## src/hdl/utf8_line_splitting_decoder_defines.svh

```systemverilog
// ----------------------------------------------------------------------------
// UTF-8 line splitting decoder assertion macros
// Shared concurrent assertion forms, clocked on i_clk and disabled in reset.
// ----------------------------------------------------------------------------
`ifndef UTF8_LINE_SPLITTING_DECODER_DEFINES_SVH
`define UTF8_LINE_SPLITTING_DECODER_DEFINES_SVH

`define ULSD_ASSERT_ALWAYS(lbl, expr, msg) \
    lbl: assert property (@(posedge i_clk) disable iff (!i_rst_n) (expr)) else $error(msg);

`define ULSD_ASSERT_IMPL(lbl, ante, cons, msg) \
    lbl: assert property (@(posedge i_clk) disable iff (!i_rst_n) (ante) |-> (cons)) \
        else $error(msg);

`define ULSD_ASSERT_NEXT(lbl, ante, cons, msg) \
    lbl: assert property (@(posedge i_clk) disable iff (!i_rst_n) (ante) |=> (cons)) \
        else $error(msg);

`endif

```

## src/hdl/ulsd_pkg.sv

```systemverilog
// ----------------------------------------------------------------------------
// ulsd_pkg
// Types and constants shared by the UTF-8 line splitting decoder.
// ----------------------------------------------------------------------------
package ulsd_pkg;

    localparam int MAX_LINES   = 1024;
    localparam int MAX_COLUMNS = 256;

    localparam int ROW_W = 10;
    localparam int COL_W = 8;
    localparam int CP_W  = 21;
    localparam int CNT_W = 11;

    localparam logic [CNT_W-1:0] LINES_MAX = CNT_W'(MAX_LINES);
    localparam logic [COL_W-1:0] COL_LAST  = COL_W'(MAX_COLUMNS - 1);

    localparam logic [CP_W-1:0] CP_LF          = CP_W'(32'h0A);
    localparam logic [CP_W-1:0] CP_CR          = CP_W'(32'h0D);
    localparam logic [CP_W-1:0] CP_REPLACEMENT = CP_W'(32'hFFFD);

    typedef enum logic [1:0] {
        KIND_CHAR    = 2'd0,
        KIND_LINE    = 2'd1,
        KIND_SUMMARY = 2'd2
    } t_kind;

    typedef struct packed {
        logic [7:0] data_byte;
        logic       end_of_file;
    } t_in;

    typedef struct packed {
        t_kind             kind;
        logic [ROW_W-1:0]  row;
        logic [COL_W-1:0]  column;
        logic [CP_W-1:0]   codepoint;
        logic [CNT_W-1:0]  line_count;
        logic              final_res;
    } t_out;

    typedef struct packed {
        logic [2:0][CP_W-1:0] cps;
        logic [1:0]           cnt;
        logic                 eof;
    } t_job;

endpackage

```

## src/hdl/ulsd_decode.sv

```systemverilog
// ----------------------------------------------------------------------------
// ulsd_decode
// Collects the bytes of a UTF-8 sequence and registers the decoded
// codepoints of each completed sequence, or of an end-of-file flush, as a job.
// ----------------------------------------------------------------------------
`include "utf8_line_splitting_decoder_defines.svh"

module ulsd_decode (
    input  logic           i_clk,
    input  logic           i_rst_n,
    input  logic           i_in_valid,
    output logic           o_in_ready,
    input  ulsd_pkg::t_in  i_in_data,
    output logic           o_job_valid,
    output ulsd_pkg::t_job o_job,
    input  logic           i_job_done
);
    import ulsd_pkg::*;

    function automatic logic [2:0] lead_len(input logic [7:0] c);
        logic [2:0] len;
        if (c[7] == 1'b0) begin
            len = 3'd1;
        end else if (c[7:5] == 3'b110) begin
            len = 3'd2;
        end else if (c[7:4] == 4'b1110) begin
            len = 3'd3;
        end else if (c[7:3] == 5'b11110) begin
            len = 3'd4;
        end else begin
            len = 3'd1;
        end
        return len;
    endfunction

    function automatic logic [CP_W-1:0] decode_single(input logic [7:0] c);
        logic [CP_W-1:0] cp;
        cp = c[7] ? CP_REPLACEMENT : CP_W'(c);
        return cp;
    endfunction

    function automatic logic [CP_W-1:0] decode_full(input logic [3:0][7:0] b,
                                                    input logic [2:0] len);
        logic [CP_W-1:0] cp;
        case (len)
            3'd2:    cp = CP_W'({b[0][4:0], b[1][5:0]});
            3'd3:    cp = CP_W'({b[0][3:0], b[1][5:0], b[2][5:0]});
            3'd4:    cp = CP_W'({b[0][2:0], b[1][5:0], b[2][5:0], b[3][5:0]});
            default: cp = decode_single(b[0]);
        endcase
        return cp;
    endfunction

    logic [7:0]      r_pend [3];
    logic [1:0]      r_pcnt;
    logic            r_job_v;
    t_job            r_job;

    logic [3:0][7:0] seq;
    logic [2:0]      seq_n;
    logic [2:0]      lead0;
    logic            hold;
    logic            accept;
    t_job            n_job;

    always_comb begin
        seq = '0;
        for (int i = 0; i < 3; i++) begin
            if (2'(i) < r_pcnt) begin
                seq[i] = r_pend[i];
            end
        end
        seq[r_pcnt] = i_in_data.data_byte;
        seq_n = {1'b0, r_pcnt} + 3'd1;
        lead0 = lead_len(seq[0]);
        hold  = !i_in_data.end_of_file && (lead0 > seq_n);
    end

    always_comb begin
        n_job     = '0;
        n_job.eof = i_in_data.end_of_file;
        if (lead0 <= seq_n) begin
            n_job.cps[0] = decode_full(seq, lead0);
            n_job.cnt    = 2'd1;
        end else begin
            n_job.cps[0] = CP_REPLACEMENT;
            case (r_pcnt)
                2'd1: begin
                    n_job.cps[1] = decode_single(seq[1]);
                    n_job.cnt    = 2'd2;
                end
                2'd2: begin
                    if (lead_len(seq[1]) == 3'd2) begin
                        n_job.cps[1] = CP_W'({seq[1][4:0], seq[2][5:0]});
                        n_job.cnt    = 2'd2;
                    end else begin
                        n_job.cps[1] = decode_single(seq[1]);
                        n_job.cps[2] = decode_single(seq[2]);
                        n_job.cnt    = 2'd3;
                    end
                end
                default: begin
                    n_job.cnt = 2'd1;
                end
            endcase
        end
    end

    assign o_in_ready  = !r_job_v || i_job_done;
    assign accept      = i_in_valid && o_in_ready;
    assign o_job_valid = r_job_v;
    assign o_job       = r_job;

    always_ff @(posedge i_clk) begin
        if (!i_rst_n) begin
            r_pcnt  <= '0;
            r_job_v <= 1'b0;
        end else begin
            if (accept) begin
                r_pcnt <= hold ? r_pcnt + 2'd1 : 2'd0;
            end
            if (accept && !hold) begin
                r_job_v <= 1'b1;
            end else if (i_job_done) begin
                r_job_v <= 1'b0;
            end
        end
    end

    always_ff @(posedge i_clk) begin
        if (accept && hold) begin
            r_pend[r_pcnt] <= i_in_data.data_byte;
        end
        if (accept && !hold) begin
            r_job <= n_job;
        end
    end

    `ULSD_ASSERT_IMPL(a_job_nonempty, r_job_v, r_job.cnt != 2'd0, "Job holds no codepoint.")
    `ULSD_ASSERT_NEXT(a_eof_flush, accept && i_in_data.end_of_file, (r_pcnt == 2'd0) && r_job_v, "End of file left bytes pending.")

endmodule

```

## src/hdl/ulsd_place.sv

```systemverilog
// ----------------------------------------------------------------------------
// ulsd_place
// Places each job's codepoints into the line grid, one step per cycle while
// the output register is free or taken, and holds each result there until taken.
// ----------------------------------------------------------------------------
`include "utf8_line_splitting_decoder_defines.svh"

module ulsd_place (
    input  logic           i_clk,
    input  logic           i_rst_n,
    input  logic           i_job_valid,
    input  ulsd_pkg::t_job i_job,
    output logic           o_job_done,
    output logic           o_out_valid,
    input  logic           i_out_ready,
    output ulsd_pkg::t_out o_out_data
);
    import ulsd_pkg::*;

    logic [CNT_W-1:0] r_lines;
    logic [COL_W-1:0] r_len;
    logic [1:0]       r_step;
    logic             r_out_v;
    t_out             r_out;

    logic [CNT_W-1:0] n_lines;
    logic [COL_W-1:0] n_len;
    t_out             n_out;
    logic             emit;
    logic             adv;
    logic             last;
    logic             is_summary;
    logic [2:0]       total;
    logic [CP_W-1:0]  cur_cp;
    logic [ROW_W-1:0] row;

    assign adv        = i_job_valid && (!r_out_v || i_out_ready);
    assign total      = {1'b0, i_job.cnt} + {2'b00, i_job.eof};
    assign last       = ({1'b0, r_step} + 3'd1) == total;
    assign is_summary = r_step >= i_job.cnt;
    assign row        = ROW_W'(r_lines - CNT_W'(1));

    always_comb begin
        case (r_step)
            2'd0:    cur_cp = i_job.cps[0];
            2'd1:    cur_cp = i_job.cps[1];
            2'd2:    cur_cp = i_job.cps[2];
            default: cur_cp = '0;
        endcase
    end

    always_comb begin
        n_lines = r_lines;
        n_len   = r_len;
        emit    = 1'b0;
        n_out   = '0;
        n_out.row        = row;
        n_out.column     = r_len;
        n_out.line_count = r_lines;
        if (is_summary) begin
            emit            = 1'b1;
            n_out.kind      = KIND_SUMMARY;
            n_out.final_res = 1'b1;
            n_lines         = CNT_W'(1);
            n_len           = '0;
        end else if (cur_cp == CP_LF) begin
            if (r_lines < LINES_MAX) begin
                emit             = 1'b1;
                n_out.kind       = KIND_LINE;
                n_out.line_count = r_lines + CNT_W'(1);
                n_lines          = r_lines + CNT_W'(1);
                n_len            = '0;
            end
        end else if (cur_cp != CP_CR) begin
            if (r_len < COL_LAST) begin
                emit            = 1'b1;
                n_out.kind      = KIND_CHAR;
                n_out.codepoint = cur_cp;
                n_len           = r_len + COL_W'(1);
            end
        end
    end

    assign o_job_done  = adv && last;
    assign o_out_valid = r_out_v;
    assign o_out_data  = r_out;

    always_ff @(posedge i_clk) begin
        if (!i_rst_n) begin
            r_lines <= CNT_W'(1);
            r_len   <= '0;
            r_step  <= '0;
            r_out_v <= 1'b0;
        end else begin
            if (adv) begin
                r_lines <= n_lines;
                r_len   <= n_len;
                r_step  <= last ? 2'd0 : r_step + 2'd1;
                r_out_v <= emit;
            end else if (i_out_ready) begin
                r_out_v <= 1'b0;
            end
        end
    end

    always_ff @(posedge i_clk) begin
        if (adv && emit) begin
            r_out <= n_out;
        end
    end

    `ULSD_ASSERT_IMPL(a_final_flag, r_out_v, r_out.final_res == (r_out.kind == KIND_SUMMARY), "Final flag does not match result kind.")
    `ULSD_ASSERT_ALWAYS(a_lines_range, (r_lines != '0) && (r_lines <= LINES_MAX), "Line count out of range.")
    `ULSD_ASSERT_NEXT(a_summary_reset, adv && is_summary, (r_lines == CNT_W'(1)) && (r_len == '0), "Grid not reset after summary.")

endmodule

```

## src/hdl/utf8_line_splitting_decoder.sv

```systemverilog
// ----------------------------------------------------------------------------
// utf8_line_splitting_decoder
// Streaming UTF-8 decoder that places codepoints into a grid of lines.
// The input channel takes one file byte per transaction, with an end-of-file
// flag on the last byte. The output channel gives one result per transaction:
// a stored character, a closed line, or the end-of-file summary.
// A byte that completes a sequence is registered as a job, whose results then
// pass through the output register; lead and continuation bytes that only
// extend a sequence give none. One byte is accepted per cycle while the job
// register is empty or its job is done, else the input waits until the
// placement stage has placed the job's codepoints and any end-of-file summary.
// Reset leaves one empty line and no pending bytes; no clearing pass is needed.
// When the receiver stalls, the output register holds its transaction and the
// stall reaches the input once the job register is also full.
// ----------------------------------------------------------------------------
module utf8_line_splitting_decoder (
    input  logic           i_clk,
    input  logic           i_rst_n,
    input  logic           i_in_valid,
    output logic           o_in_ready,
    input  ulsd_pkg::t_in  i_in_data,
    output logic           o_out_valid,
    input  logic           i_out_ready,
    output ulsd_pkg::t_out o_out_data
);
    import ulsd_pkg::*;

    logic job_valid;
    logic job_done;
    t_job job;

    ulsd_decode u_decode (
        .i_clk       (i_clk),
        .i_rst_n     (i_rst_n),
        .i_in_valid  (i_in_valid),
        .o_in_ready  (o_in_ready),
        .i_in_data   (i_in_data),
        .o_job_valid (job_valid),
        .o_job       (job),
        .i_job_done  (job_done)
    );

    ulsd_place u_place (
        .i_clk       (i_clk),
        .i_rst_n     (i_rst_n),
        .i_job_valid (job_valid),
        .i_job       (job),
        .o_job_done  (job_done),
        .o_out_valid (o_out_valid),
        .i_out_ready (i_out_ready),
        .o_out_data  (o_out_data)
    );

endmodule

```

## config.mk

```make
export PLATFORM = sky130hd
export DESIGN_NAME = utf8_line_splitting_decoder
export DESIGN_NICKNAME = d
export VERILOG_FILES = /design/src/hdl/ulsd_pkg.sv /design/src/hdl/ulsd_decode.sv /design/src/hdl/ulsd_place.sv /design/src/hdl/utf8_line_splitting_decoder.sv
export VERILOG_INCLUDE_DIRS = /design/src /design/src/hdl
export SDC_FILE = /design/constraint.sdc
export NUM_CORES = 1
export LEC_CHECK = 0
export ABC_CLOCK_PERIOD_IN_PS = 6350
export BUFFER_PORTS_ARGS = -buffer_cell sky130_fd_sc_hd__buf_2
export CAP_MARGIN = 40
export CORE_ASPECT_RATIO = 0.7
export CORE_MARGIN = 2
export CORE_UTILIZATION = 55
export CTS_CLUSTER_SIZE = 28
export DETAILED_ROUTE_END_ITERATION = 12
export PLACE_DENSITY = 0.75
export SLEW_MARGIN = 20
export SYNTH_ARGS = -nofsm -noshare
export SYNTH_HDL_FRONTEND = slang
export SYNTH_SLANG_ARGS = --single-unit
```

## constraint.sdc

```tcl
create_clock -name i_clk -period 6.35 [get_ports i_clk]
set_input_delay 0.9525 -clock i_clk [delete_from_list [all_inputs] [get_ports i_clk]]
set_output_delay 0.9525 -clock i_clk [all_outputs]
set_load 0.05 [all_outputs]
```

==> results of run 1 <==
[placed cells by master, fill, tap and decap left out, types with 9 or more instances in the layout]
cell and n:
a21oi_1 45, a222oi_1 10, a22oi_1 11, buf_2 67, clkbuf_16 18, dfxtp_1 25
edfxtp_1 120, ha_1 20, inv_1 22, mux2i_1 9, nand2_1 65, nand3_1 15
nor2_1 54, o21ai_0 20, o22ai_1 10, or3_1 16, xor2_1 12
[flip-flops by register name, indices dropped and copies added, names as in the netlist]
signal / cells
u_decode.o_job: 44
u_decode.o_job_valid: 1
u_decode.r_pend: 23
u_place.o_out_data: 53
u_place.o_out_valid: 1
u_place.r_lines: 11
u_place.r_len: 8
u_decode.r_pcnt: 2
u_place.r_step: 2
[layer usage]
metal / wire length [um] / share of wire [%] / up-vias / global-route usage (%)
li1: - / - / 2385 / -
met1: 8040 / 48 / 2496 / 43.8
met2: 7010 / 42 / 287 / 35.4
met3: 1620 / 9.6 / 17 / 6.83
met4: 138 / 0.82 / 0 / 4.68
met5: 0 / 0 / - / 0
[final cells by class]
class / count / share of cell area [%]
clock buffers: 19 / 5.77
well taps: 157 / 2.50
repair buffers: 71 / 4.96
clock inverters: 13 / 1.83
inverters: 23 / 1.10
flip-flops and latches: 145 / 52.2
multi-input cells: 402 / 31.7
[through the flow]
step | setup WS (ps) | std cells | power (mW)
3_3_place_gp | 1920 | 795 | 1.72
4_1_cts | 2030 | 830 | 2.73
6_report | 2030 | 830 | 2.72
2_1_floorplan | 1310 | 602 | 1.60
5_1_grt | 1550 | 830 | 2.82
3_5_place_dp | 2080 | 798 | 1.74
[synthesized netlist by cell type (7+ instances only)]
cell	instances	area share, %
a22oi_1	11	1.2
and3_1	7	0.64
a221oi_1	8	1.0
clkbuf_1	28	1.5
nand3_1	15	1.1
mux2i_1	9	1.3
inv_1	23	1.3
xor2_1	12	1.5
dfxtp_1	25	7.4
a222oi_1	10	1.5
nor2_1	55	3.0
o21ai_0	20	1.5
nor3_1	7	0.51
a21oi_1	45	3.3
xnor2_1	8	1.0
edfxtp_1	120	53
ha_1	20	3.7
or2_2	7	0.64
or3_1	16	1.5
nand2_1	65	3.6
o211ai_1	8	0.88
o22ai_1	10	0.92
[cells by family (layout without fill, tap and decap cells)]
group / after synthesis / after routing / synth area share (%)
compound gates: 149 / 149 / 14.7
xor+xnor: 20 / 20 / 2.57
fa+ha+maj: 20 / 20 / 3.68
buf+inv: 55 / 126 / 3.20
flops: 145 / 145 / 60.3
mux: 11 / 11 / 1.66
simple gates: 202 / 202 / 13.9
[worst min path at each step]
stage / endpoint / slack, ps / cells past startpoint
floorplan: u_place.o_out_data[40] / 450 / 0
global placement: u_place.o_out_data[40] / 480 / 0
detailed placement: u_place.r_len[1] / 500 / 2
CTS: u_place.r_len[1] / 510 / 2
global route: u_place.o_out_data[39] / 530 / 0
finish: u_place.r_len[1] / 510 / 2
[report_power, final]
part | internal (mW) | switching [mW] | leakage [nW]
clock network | 0.578 | 0.417 | 0.289
registers | 1.16 | 0.0392 | 1.34
logic | 0.131 | 0.399 | 1.29
[critical path, delay by kind of cell, from the launching register on]
family,cells,cell delay (ps)
flip-flops,1,460
AND/OR/NAND/NOR,4,1360
AO/OA/AOI/OAI,3,1090
buffers and inverters,3,850
adder cells (fa/ha/maj),1,480
==> impl_metrics.tcl, run 1 <==
set metrics [dict create \
    min_period_over_period_pct 68.0 \
    die_area_um2 13300 \
    critPathLaunchType "flop" \
    fin_nets 693 \
    critPathArrivalTime_ps 4650 \
    cpMaxStageDelayCell "or4_1" \
    worst_pin_slew_ps 888 \
    ys_async_sr_fraction_pct 0 \
    hold_class "reg -> reg" \
    syn_nets 635 \
    syn_area_per_cell_um2 11.3 \
    vias 5185 \
    endpoint_kind "flop" \
    final_util_pct 66.1 \
    gp_congestion 0.905 \
    clock_sinks 145 \
    drt_iter0_markers 667 \
    worstPathRequired_ps 6680 \
    cts_inserted_buffers 17 \
    start_util_pct 57.2 \
    tns_ps 0 \
    cts_tree "built" \
    wl_per_cell_um 20.2 \
    htreeDepth 4 \
    avgViaCountPerCell 6.25 \
    grt_pass1_vias 4832 \
    track_usage_pct 26.6 \
    endpoint "u_place.r_len[5]" \
    run_status "finished clean" \
    post_cts_buffers 0 \
    worstSetupStartpoint "u_place.r_step[0]" \
    drc 0 \
    pin_count 68 \
    min-delay-start "u_place.r_len[1]" \
    grt_max_degree 33 \
    critical_path_class "reg -> reg" \
    rsz0062_at_grt "no" \
    fill_cells 905 \
    multi_input_area_um2 2490 \
    fin_worst_skew_ps 11.0 \
    insertion_delay_ps 420 \
    dp_hpwl_mm 12.0 \
    fp.dieW_um 137 \
    path_clk_slew_ps 70 \
    wl_mm 16.8 \
    ys_types 48 \
    setup_violations 0 \
    syn-instance-count 602 \
    slowest_delay_ps 700 \
    cp_cell_sequence "inv_1 -> ha_1 -> a222oi_1 -> nand3_1 -> or4_1 -> or2_4 -> a31o_2 -> inv_2 -> buf_12 -> nand2_1 -> o22ai_1" \
    antenna_found_initial 0 \
    post-route-min-period_ps 4320 \
    ys_seq_area_share_pct 60.3 \
    reg2reg_slack_ps 2030 \
    fin_hold_ws_ps 510 \
    ys_warn_count 0 \
    seq_area_um2 4100 \
    peakVddDrop_mv 0.193 \
    cp_max_fo 32 \
    hold_violations 0 \
    rows 33 \
    fp.coreArea_um2 11900 \
    slew_violations 0 \
    p_leak_nw 2.92 \
    dr.pass1.iters 6 \
    rr_worst_depth 11 \
    hold_buffers 0 \
    antenna_cells 0 \
    power_density_nw_per_um2 346 \
    cts_resized 0 \
    die_y_um 97.1 \
    fin_area_um2 7870 \
    slew_headroom_pct 40.6 \
    place_area_um2 7270 \
    cts_root_buf "clkbuf_16" \
    fmax_ghz 0.232 \
    synth_edf_count 120 \
    synth_ff_type "edfxtp_1" \
    io_buffers 67 \
    drive_gt1_share_pct 17.4 \
    syn_to_final_growth_pct 15.6 \
    clockBufferDepth 2 \
    final_antenna_net_count 0 \
    reg2reg_to "u_place.r_len[5]" \
    cap_violations 0 \
    grt_pass1_wl_mm 27.1 \
    timing.rr.start "u_place.r_step[0]" \
    synthesis.area_um2 6800 \
    ys_ff_latch 145 \
    gr-total-overflow 0 \
]
Power figures use the tool's default switching activity.
==> run 2: changes to the inputs <==
--- a/config.mk
+++ b/config.mk
@@ -6,15 +6,16 @@
 export SDC_FILE = /design/constraint.sdc
 export NUM_CORES = 1
 export LEC_CHECK = 0
-export ABC_CLOCK_PERIOD_IN_PS = 6350
+export ABC_AREA = 1
+export ABC_CLOCK_PERIOD_IN_PS = 3900
 export BUFFER_PORTS_ARGS = -buffer_cell sky130_fd_sc_hd__buf_2
 export CAP_MARGIN = 40
 export CORE_ASPECT_RATIO = 0.7
 export CORE_MARGIN = 2
-export CORE_UTILIZATION = 55
+export CORE_UTILIZATION = 54
 export CTS_CLUSTER_SIZE = 28
 export DETAILED_ROUTE_END_ITERATION = 12
-export PLACE_DENSITY = 0.75
+export PLACE_DENSITY = 0.77
 export SLEW_MARGIN = 20
 export SYNTH_ARGS = -nofsm -noshare
 export SYNTH_HDL_FRONTEND = slang
==> constraint.sdc (replaced) <==
create_clock -name i_clk -period 3.9 [get_ports i_clk]
set_input_delay 0.585 -clock i_clk [delete_from_list [all_inputs] [get_ports i_clk]]
set_output_delay 0.585 -clock i_clk [all_outputs]
set_load 0.05 [all_outputs]
==> run 2 against run 1 <==
Non-clock buffer count increased by 9; critical path depth increased by 4; largest cell class unchanged; clock power increased by 69%; die area increased by 6.7%; critical path type unchanged; hold slack got worse by 110 ps; synthesized area increased by 5.0%; clock skew increased by 1.6 ps; sequential share of layout area decreased by 2.5 points; largest power group unchanged; combinational power increased by 130%; count of clock-buffer cells in the layout increased by 1; first-iteration DRC count decreased by 17%.
==> impl_metrics.tcl, run 2 <==
set metrics [dict create \
    synth_edf_count 121 \
    ys_ff_latch 146 \
    synth_ff_type "edfxtp_1" \
    gp_congestion 0.957 \
    synthesis.area_um2 7150 \
    syn_area_per_cell_um2 9.71 \
    grt_max_degree 46 \
    setup_violations 0 \
    syn-instance-count 736 \
    clock_sinks 146 \
    cts_root_buf "clkbuf_16" \
    critPathArrivalTime_ps 3610 \
    avgViaCountPerCell 5.74 \
    cp_max_fo 11 \
    min_path_cells 1 \
    fin_nets 844 \
    io_buffers 67 \
    post-route-min-period_ps 3490 \
    insertion_delay_ps 430 \
    fp.coreArea_um2 13100 \
    yosysMostFrequentCell "nand2_1" \
    drive_gt1_share_pct 17.7 \
    grt_pass1_wl_mm 27.9 \
    synth_top_area_cell "edfxtp_1" \
    place_area_um2 7680 \
    final_common_cell "nand2_1" \
    syn_to_final_growth_pct 16.5 \
    fin_worst_skew_ps 12.5 \
    reg2reg_slack_ps 410 \
    clockBufferDepth 2 \
    rsz0062_at_grt "no" \
    syn_nets 769 \
    wl_mm 17.5 \
    cap_violations 0 \
    peakVddDrop_mv 0.407 \
    p_total_mw 4.97 \
    slew_violations 0 \
    dr.pass1.iters 5 \
    rr_worst_depth 15 \
    tns_ps 0 \
    die_area_um2 14200 \
    fill_cells 1033 \
    hold_violations 0 \
    synthTopCellsByCount "154 x nand2_1, 121 x edfxtp_1, 77 x nor2_1" \
    vias 5681 \
    ys_warn_count 0 \
    antenna_found_initial 0 \
    final_antenna_net_count 0 \
    grt_pass1_vias 5230 \
    power_density_nw_per_um2 597 \
    critPathLaunchType "flop" \
    cts_inserted_buffers 17 \
    fin_area_um2 8320 \
    gr-total-overflow 0 \
    fp.dieW_um 142 \
    ys_seq_area_share_pct 57.8 \
    ys_types 44 \
    track_usage_pct 25.8 \
    min_period_over_period_pct 89.6 \
    reg2reg_to "u_decode.o_job[16]" \
    yosys.area.top_type_share_pct 50.8 \
    drc 0 \
    pin_count 68 \
    largest_reg_flops 53 \
    cts_tree "built" \
    worst_hold_path.endpoint "u_decode.o_job[0]" \
    ys_async_sr_fraction_pct 0 \
    critical_path_class "reg -> reg" \
    slew_headroom_pct 48.7 \
    dp_hpwl_mm 12.3 \
    htreeDepth 4 \
    post_cts_buffers 0 \
    antenna_cells 0 \
    fmax_ghz 0.286 \
    start_util_pct 54.8 \
    die_y_um 100 \
    run_status "finished clean" \
    min-delay-start "i_in_data[0]" \
    timing.rr.start "u_decode.r_pcnt[0]" \
    final_cell_mix "154 x nand2_1, 121 x edfxtp_1, 76 x nor2_1" \
    hold_buffers 0 \
    hold_class "in -> reg" \
    worstPathRequired_ps 4020 \
    path_clk_slew_ps 70 \
    drt_iter0_markers 554 \
    worst_pin_slew_ps 769 \
    rows 35 \
    wl_per_cell_um 17.7 \
    synthTopCellsByArea "edfxtp_1 51%, nand2_1 8.1%, dfxtp_1 7.0%" \
    p_leak_nw 3.38 \
    endpoint_kind "flop" \
]
run 2: metrics by stage:
step | setup WS [ps] | std cells | util (%) | hold slack, ps
after floorplan | 73.5 | 736 | - | 454
after global placement | 406 | 957 | 58.8 | 474
after detailed placement | 194 | 957 | 58.8 | 492
after CTS | 172 | 989 | 63.6 | 386
after global routing | 51.0 | 990 | 63.8 | 389
final | 407 | 990 | 63.8 | 399
run 2: cell families after synthesis:
| logic type | count (synthesis) | synth area share, % |
|---|---|---|
| adders and majority gates | 20 | 3.50 |
| xor gates and xnor gates | 15 | 1.84 |
| muxes | 1 | 0.140 |
| AOI/OAI and AO/OA | 141 | 11.3 |
| and+or+nand+nor | 319 | 19.8 |
| DFF | 146 | 57.8 |
| buffers and inverters | 94 | 5.53 |
run 2: routing by layer:
| metal | vias to the layer above | wire, um | track usage, % |
|---|---|---|---|
| li1 | 2691 | - | - |
| met1 | 2643 | 8090 | 38.5 |
| met2 | 320 | 7610 | 38.3 |
| met3 | 27 | 1540 | 5.06 |
| met4 | 0 | 245 | 8.15 |
| met5 | - | 0 | 0 |
run 2: area by class of cell:
type / instances / area, um2 / area share, %
inverter: 70 / 263 / 3.16
clock inverter: 12 / 135 / 1.62
timing repair buffer: 80 / 465 / 5.59
multi-input combinational: 496 / 2630 / 31.6
clock buffer: 20 / 489 / 5.88
sequential: 146 / 4130 / 49.7
tap: 166 / 208 / 2.50
run 2: timing repair:
item / in CTS / in global routing
gates resized for setup: 0 / 2
endpoints found under the setup margin: 0 / 89
endpoints found under the hold margin: 0 / 0
run 2: worst max path at each step:
stage	from	end	slack [ps]
2_1_floorplan	u_decode.o_job[1]	u_decode.o_job[0]	70
3_3_place_gp	u_decode.r_pcnt[0]	u_decode.o_job[5]	410
3_5_place_dp	u_decode.r_pcnt[0]	u_decode.o_job[16]	190
4_1_cts	u_decode.r_pcnt[0]	u_decode.o_job[16]	170
5_1_grt	u_decode.r_pcnt[0]	u_decode.r_pend[2][7]	50
6_report	u_decode.r_pcnt[0]	u_decode.o_job[16]	410
run 2: worst max-delay path, stage by stage (launching register included):
cell,delay [ps]
dfxtp_1,380
inv_1,130
ha_1,350
inv_1,160
nand2_1,70
nand2_1,90
nand2_1,110
nor2_1,270
clkinv_1,320
nand2_1,160
ha_1,120
inv_1,40
o21ai_2,260
nand2_1,190
inv_1,290
o221ai_1,210
run 2: where the power goes:
part | internal, mW | total (mW) | switching (mW)
logic | 0.320 | 1.24 | 0.919
clock network | 0.994 | 1.68 | 0.684
registers | 1.96 | 2.05 | 0.0885
total | 3.28 | 4.97 | 1.69
==> run 3: changes to the inputs <==
--- a/config.mk
+++ b/config.mk
@@ -15,7 +15,8 @@
 export CORE_UTILIZATION = 54
 export CTS_CLUSTER_SIZE = 28
 export DETAILED_ROUTE_END_ITERATION = 12
-export PLACE_DENSITY = 0.77
+export HOLD_SLACK_MARGIN = 0.1
+export PLACE_DENSITY_LB_ADDON = 0.3
 export SLEW_MARGIN = 20
 export SYNTH_ARGS = -nofsm -noshare
 export SYNTH_HDL_FRONTEND = slang
==> run 3 against run 2 <==
Cell count did not move; wire length fell by 0.62%; die area unchanged; critical path type unchanged; critical endpoint is now u_decode.o_job[32].
==> impl_metrics.tcl, run 3 (synthesis results as in run 2) <==
set metrics [dict create \
    slew_violations 0 \
    p_total_mw 4.94 \
    die_y_um 100 \
    htreeDepth 4 \
    insertion_delay_ps 420 \
    slew_headroom_pct 41.6 \
    fin_nets 844 \
    grt_max_degree 51 \
    avgViaCountPerCell 5.70 \
    critPathArrivalTime_ps 3540 \
    reg2reg_to "u_decode.o_job[32]" \
    run_status "finished clean" \
    io_buffers 67 \
    grt_pass1_vias 5134 \
    post-route-min-period_ps 3390 \
    cts_inserted_buffers 17 \
    clock_sinks 146 \
    cts_root_buf "clkbuf_16" \
    track_usage_pct 25.1 \
    drt_iter0_markers 598 \
    syn_to_final_growth_pct 16.2 \
    drive_gt1_share_pct 17.5 \
    hold_class "in -> reg" \
    pin_count 68 \
    min_period_over_period_pct 87.0 \
    vias 5645 \
    final_antenna_net_count 0 \
    setup_violations 0 \
    fp.dieW_um 142 \
    worst_pin_slew_ps 867 \
    tns_ps 0 \
    rows 35 \
    final_cell_mix "154 x nand2_1, 121 x edfxtp_1, 76 x nor2_1" \
    dr.pass1.iters 6 \
    fin_worst_skew_ps 9.62 \
    rr_worst_depth 17 \
    gr-total-overflow 0 \
    largest_reg_flops 53 \
    drc 0 \
    finalWorstSetupSlack_ps 507 \
    path_clk_slew_ps 70 \
    final_util_pct 63.6 \
    endpoint "u_decode.o_job[32]" \
    place_inst 956 \
    critPathLaunchType "flop" \
    clockBufferDepth 2 \
    endpoint_kind "flop" \
    gp_congestion 0.948 \
    antenna_cells 0 \
    p_leak_nw 3.36 \
    hold_violations 0 \
    place_ws_ps 331 \
    timing.rr.start "u_decode.r_pcnt[1]" \
    fp.coreArea_um2 13100 \
    cts_tree "built" \
    wl_per_cell_um 17.5 \
    fmax_ghz 0.295 \
    instances_no_fill 990 \
    reg2reg_slack_ps 510 \
    final_common_cell "nand2_1" \
    antenna_found_initial 0 \
    start_util_pct 54.8 \
    die_area_um2 14200 \
    peakVddDrop_mv 0.339 \
    wl_mm 17.4 \
    rsz0062_at_grt "no" \
    power_density_nw_per_um2 595 \
    grt_pass1_wl_mm 27.2 \
    cap_violations 0 \
    cp_max_fo 11 \
    worstPathRequired_ps 4040 \
    critical_path_class "reg -> reg" \
    worstSetupStartpoint "u_decode.r_pcnt[1]" \
    dp_hpwl_mm 12.4 \
]
## run 3: through the flow
step	instance area, um2	hold WS, ps
after global placement	7670	469
after global routing	8300	408
after floorplan	7150	454
after CTS	8280	403
after detailed placement	7670	483
final	8300	422
## run 3: worst max-delay path, stage by stage (launching register included)
cell	delay (ps)
dfxtp_1	340
inv_1	160
ha_2	320
inv_1	100
or2_1	210
o21a_1	130
nor2_1	170
nand2_1	140
inv_1	100
ha_1	240
a21oi_1	140
o21ai_0	90
o21ai_1	270
nor2_1	190
inv_1	210
nor2_1	100
inv_1	100
o21ai_0	90
## run 3: repair_timing
item                       in CTS  in global routing
setup buffers                   0                  0
setup endpoints to repair       0                 13
hold buffers                    0                  0
resized for setup               0                  2
## run 3: cell type report
class / instances / area [um2]
well taps: 166 / 208
repair buffers: 80 / 469
inverters: 70 / 263
fillers: 1040 / 4750
clock inverters: 12 / 156
flip-flops and latches: 146 / 4130
clock buffers: 20 / 447
multi-input cells: 496 / 2630
## run 3: where the power goes
group | total, mW | leakage, nW | switching [mW] | internal, mW
clock | 1.65 | 0.283 | 0.629 | 1.02
sequential | 2.05 | 1.35 | 0.0866 | 1.97
combinational | 1.24 | 1.73 | 0.915 | 0.323
## run 3: per-layer routing
layer,share of wire (%),routed length [um],track usage (%)
met1,48,8270,38.7
met5,0,0,0
met3,8.5,1480,3.96
met2,42,7330,36.2
met4,1.7,294,8.92
## run 3: how the worst min path moves through the flow
| stage | slack, ps | start | cells after the start | end |
|---|---|---|---|---|
| 2_1_floorplan | 450 | u_place.r_len[3] | 0 | u_place.o_out_data[36] |
| 3_3_place_gp | 470 | u_place.r_len[3] | 0 | u_place.o_out_data[36] |
| 3_5_place_dp | 480 | u_place.r_len[3] | 0 | u_place.o_out_data[36] |
| 4_1_cts | 400 | i_in_data[0] | 1 | u_decode.o_job[0] |
| 5_1_grt | 410 | i_in_data[0] | 1 | u_decode.o_job[0] |
| 6_report | 420 | i_in_data[0] | 1 | u_decode.o_job[0] |
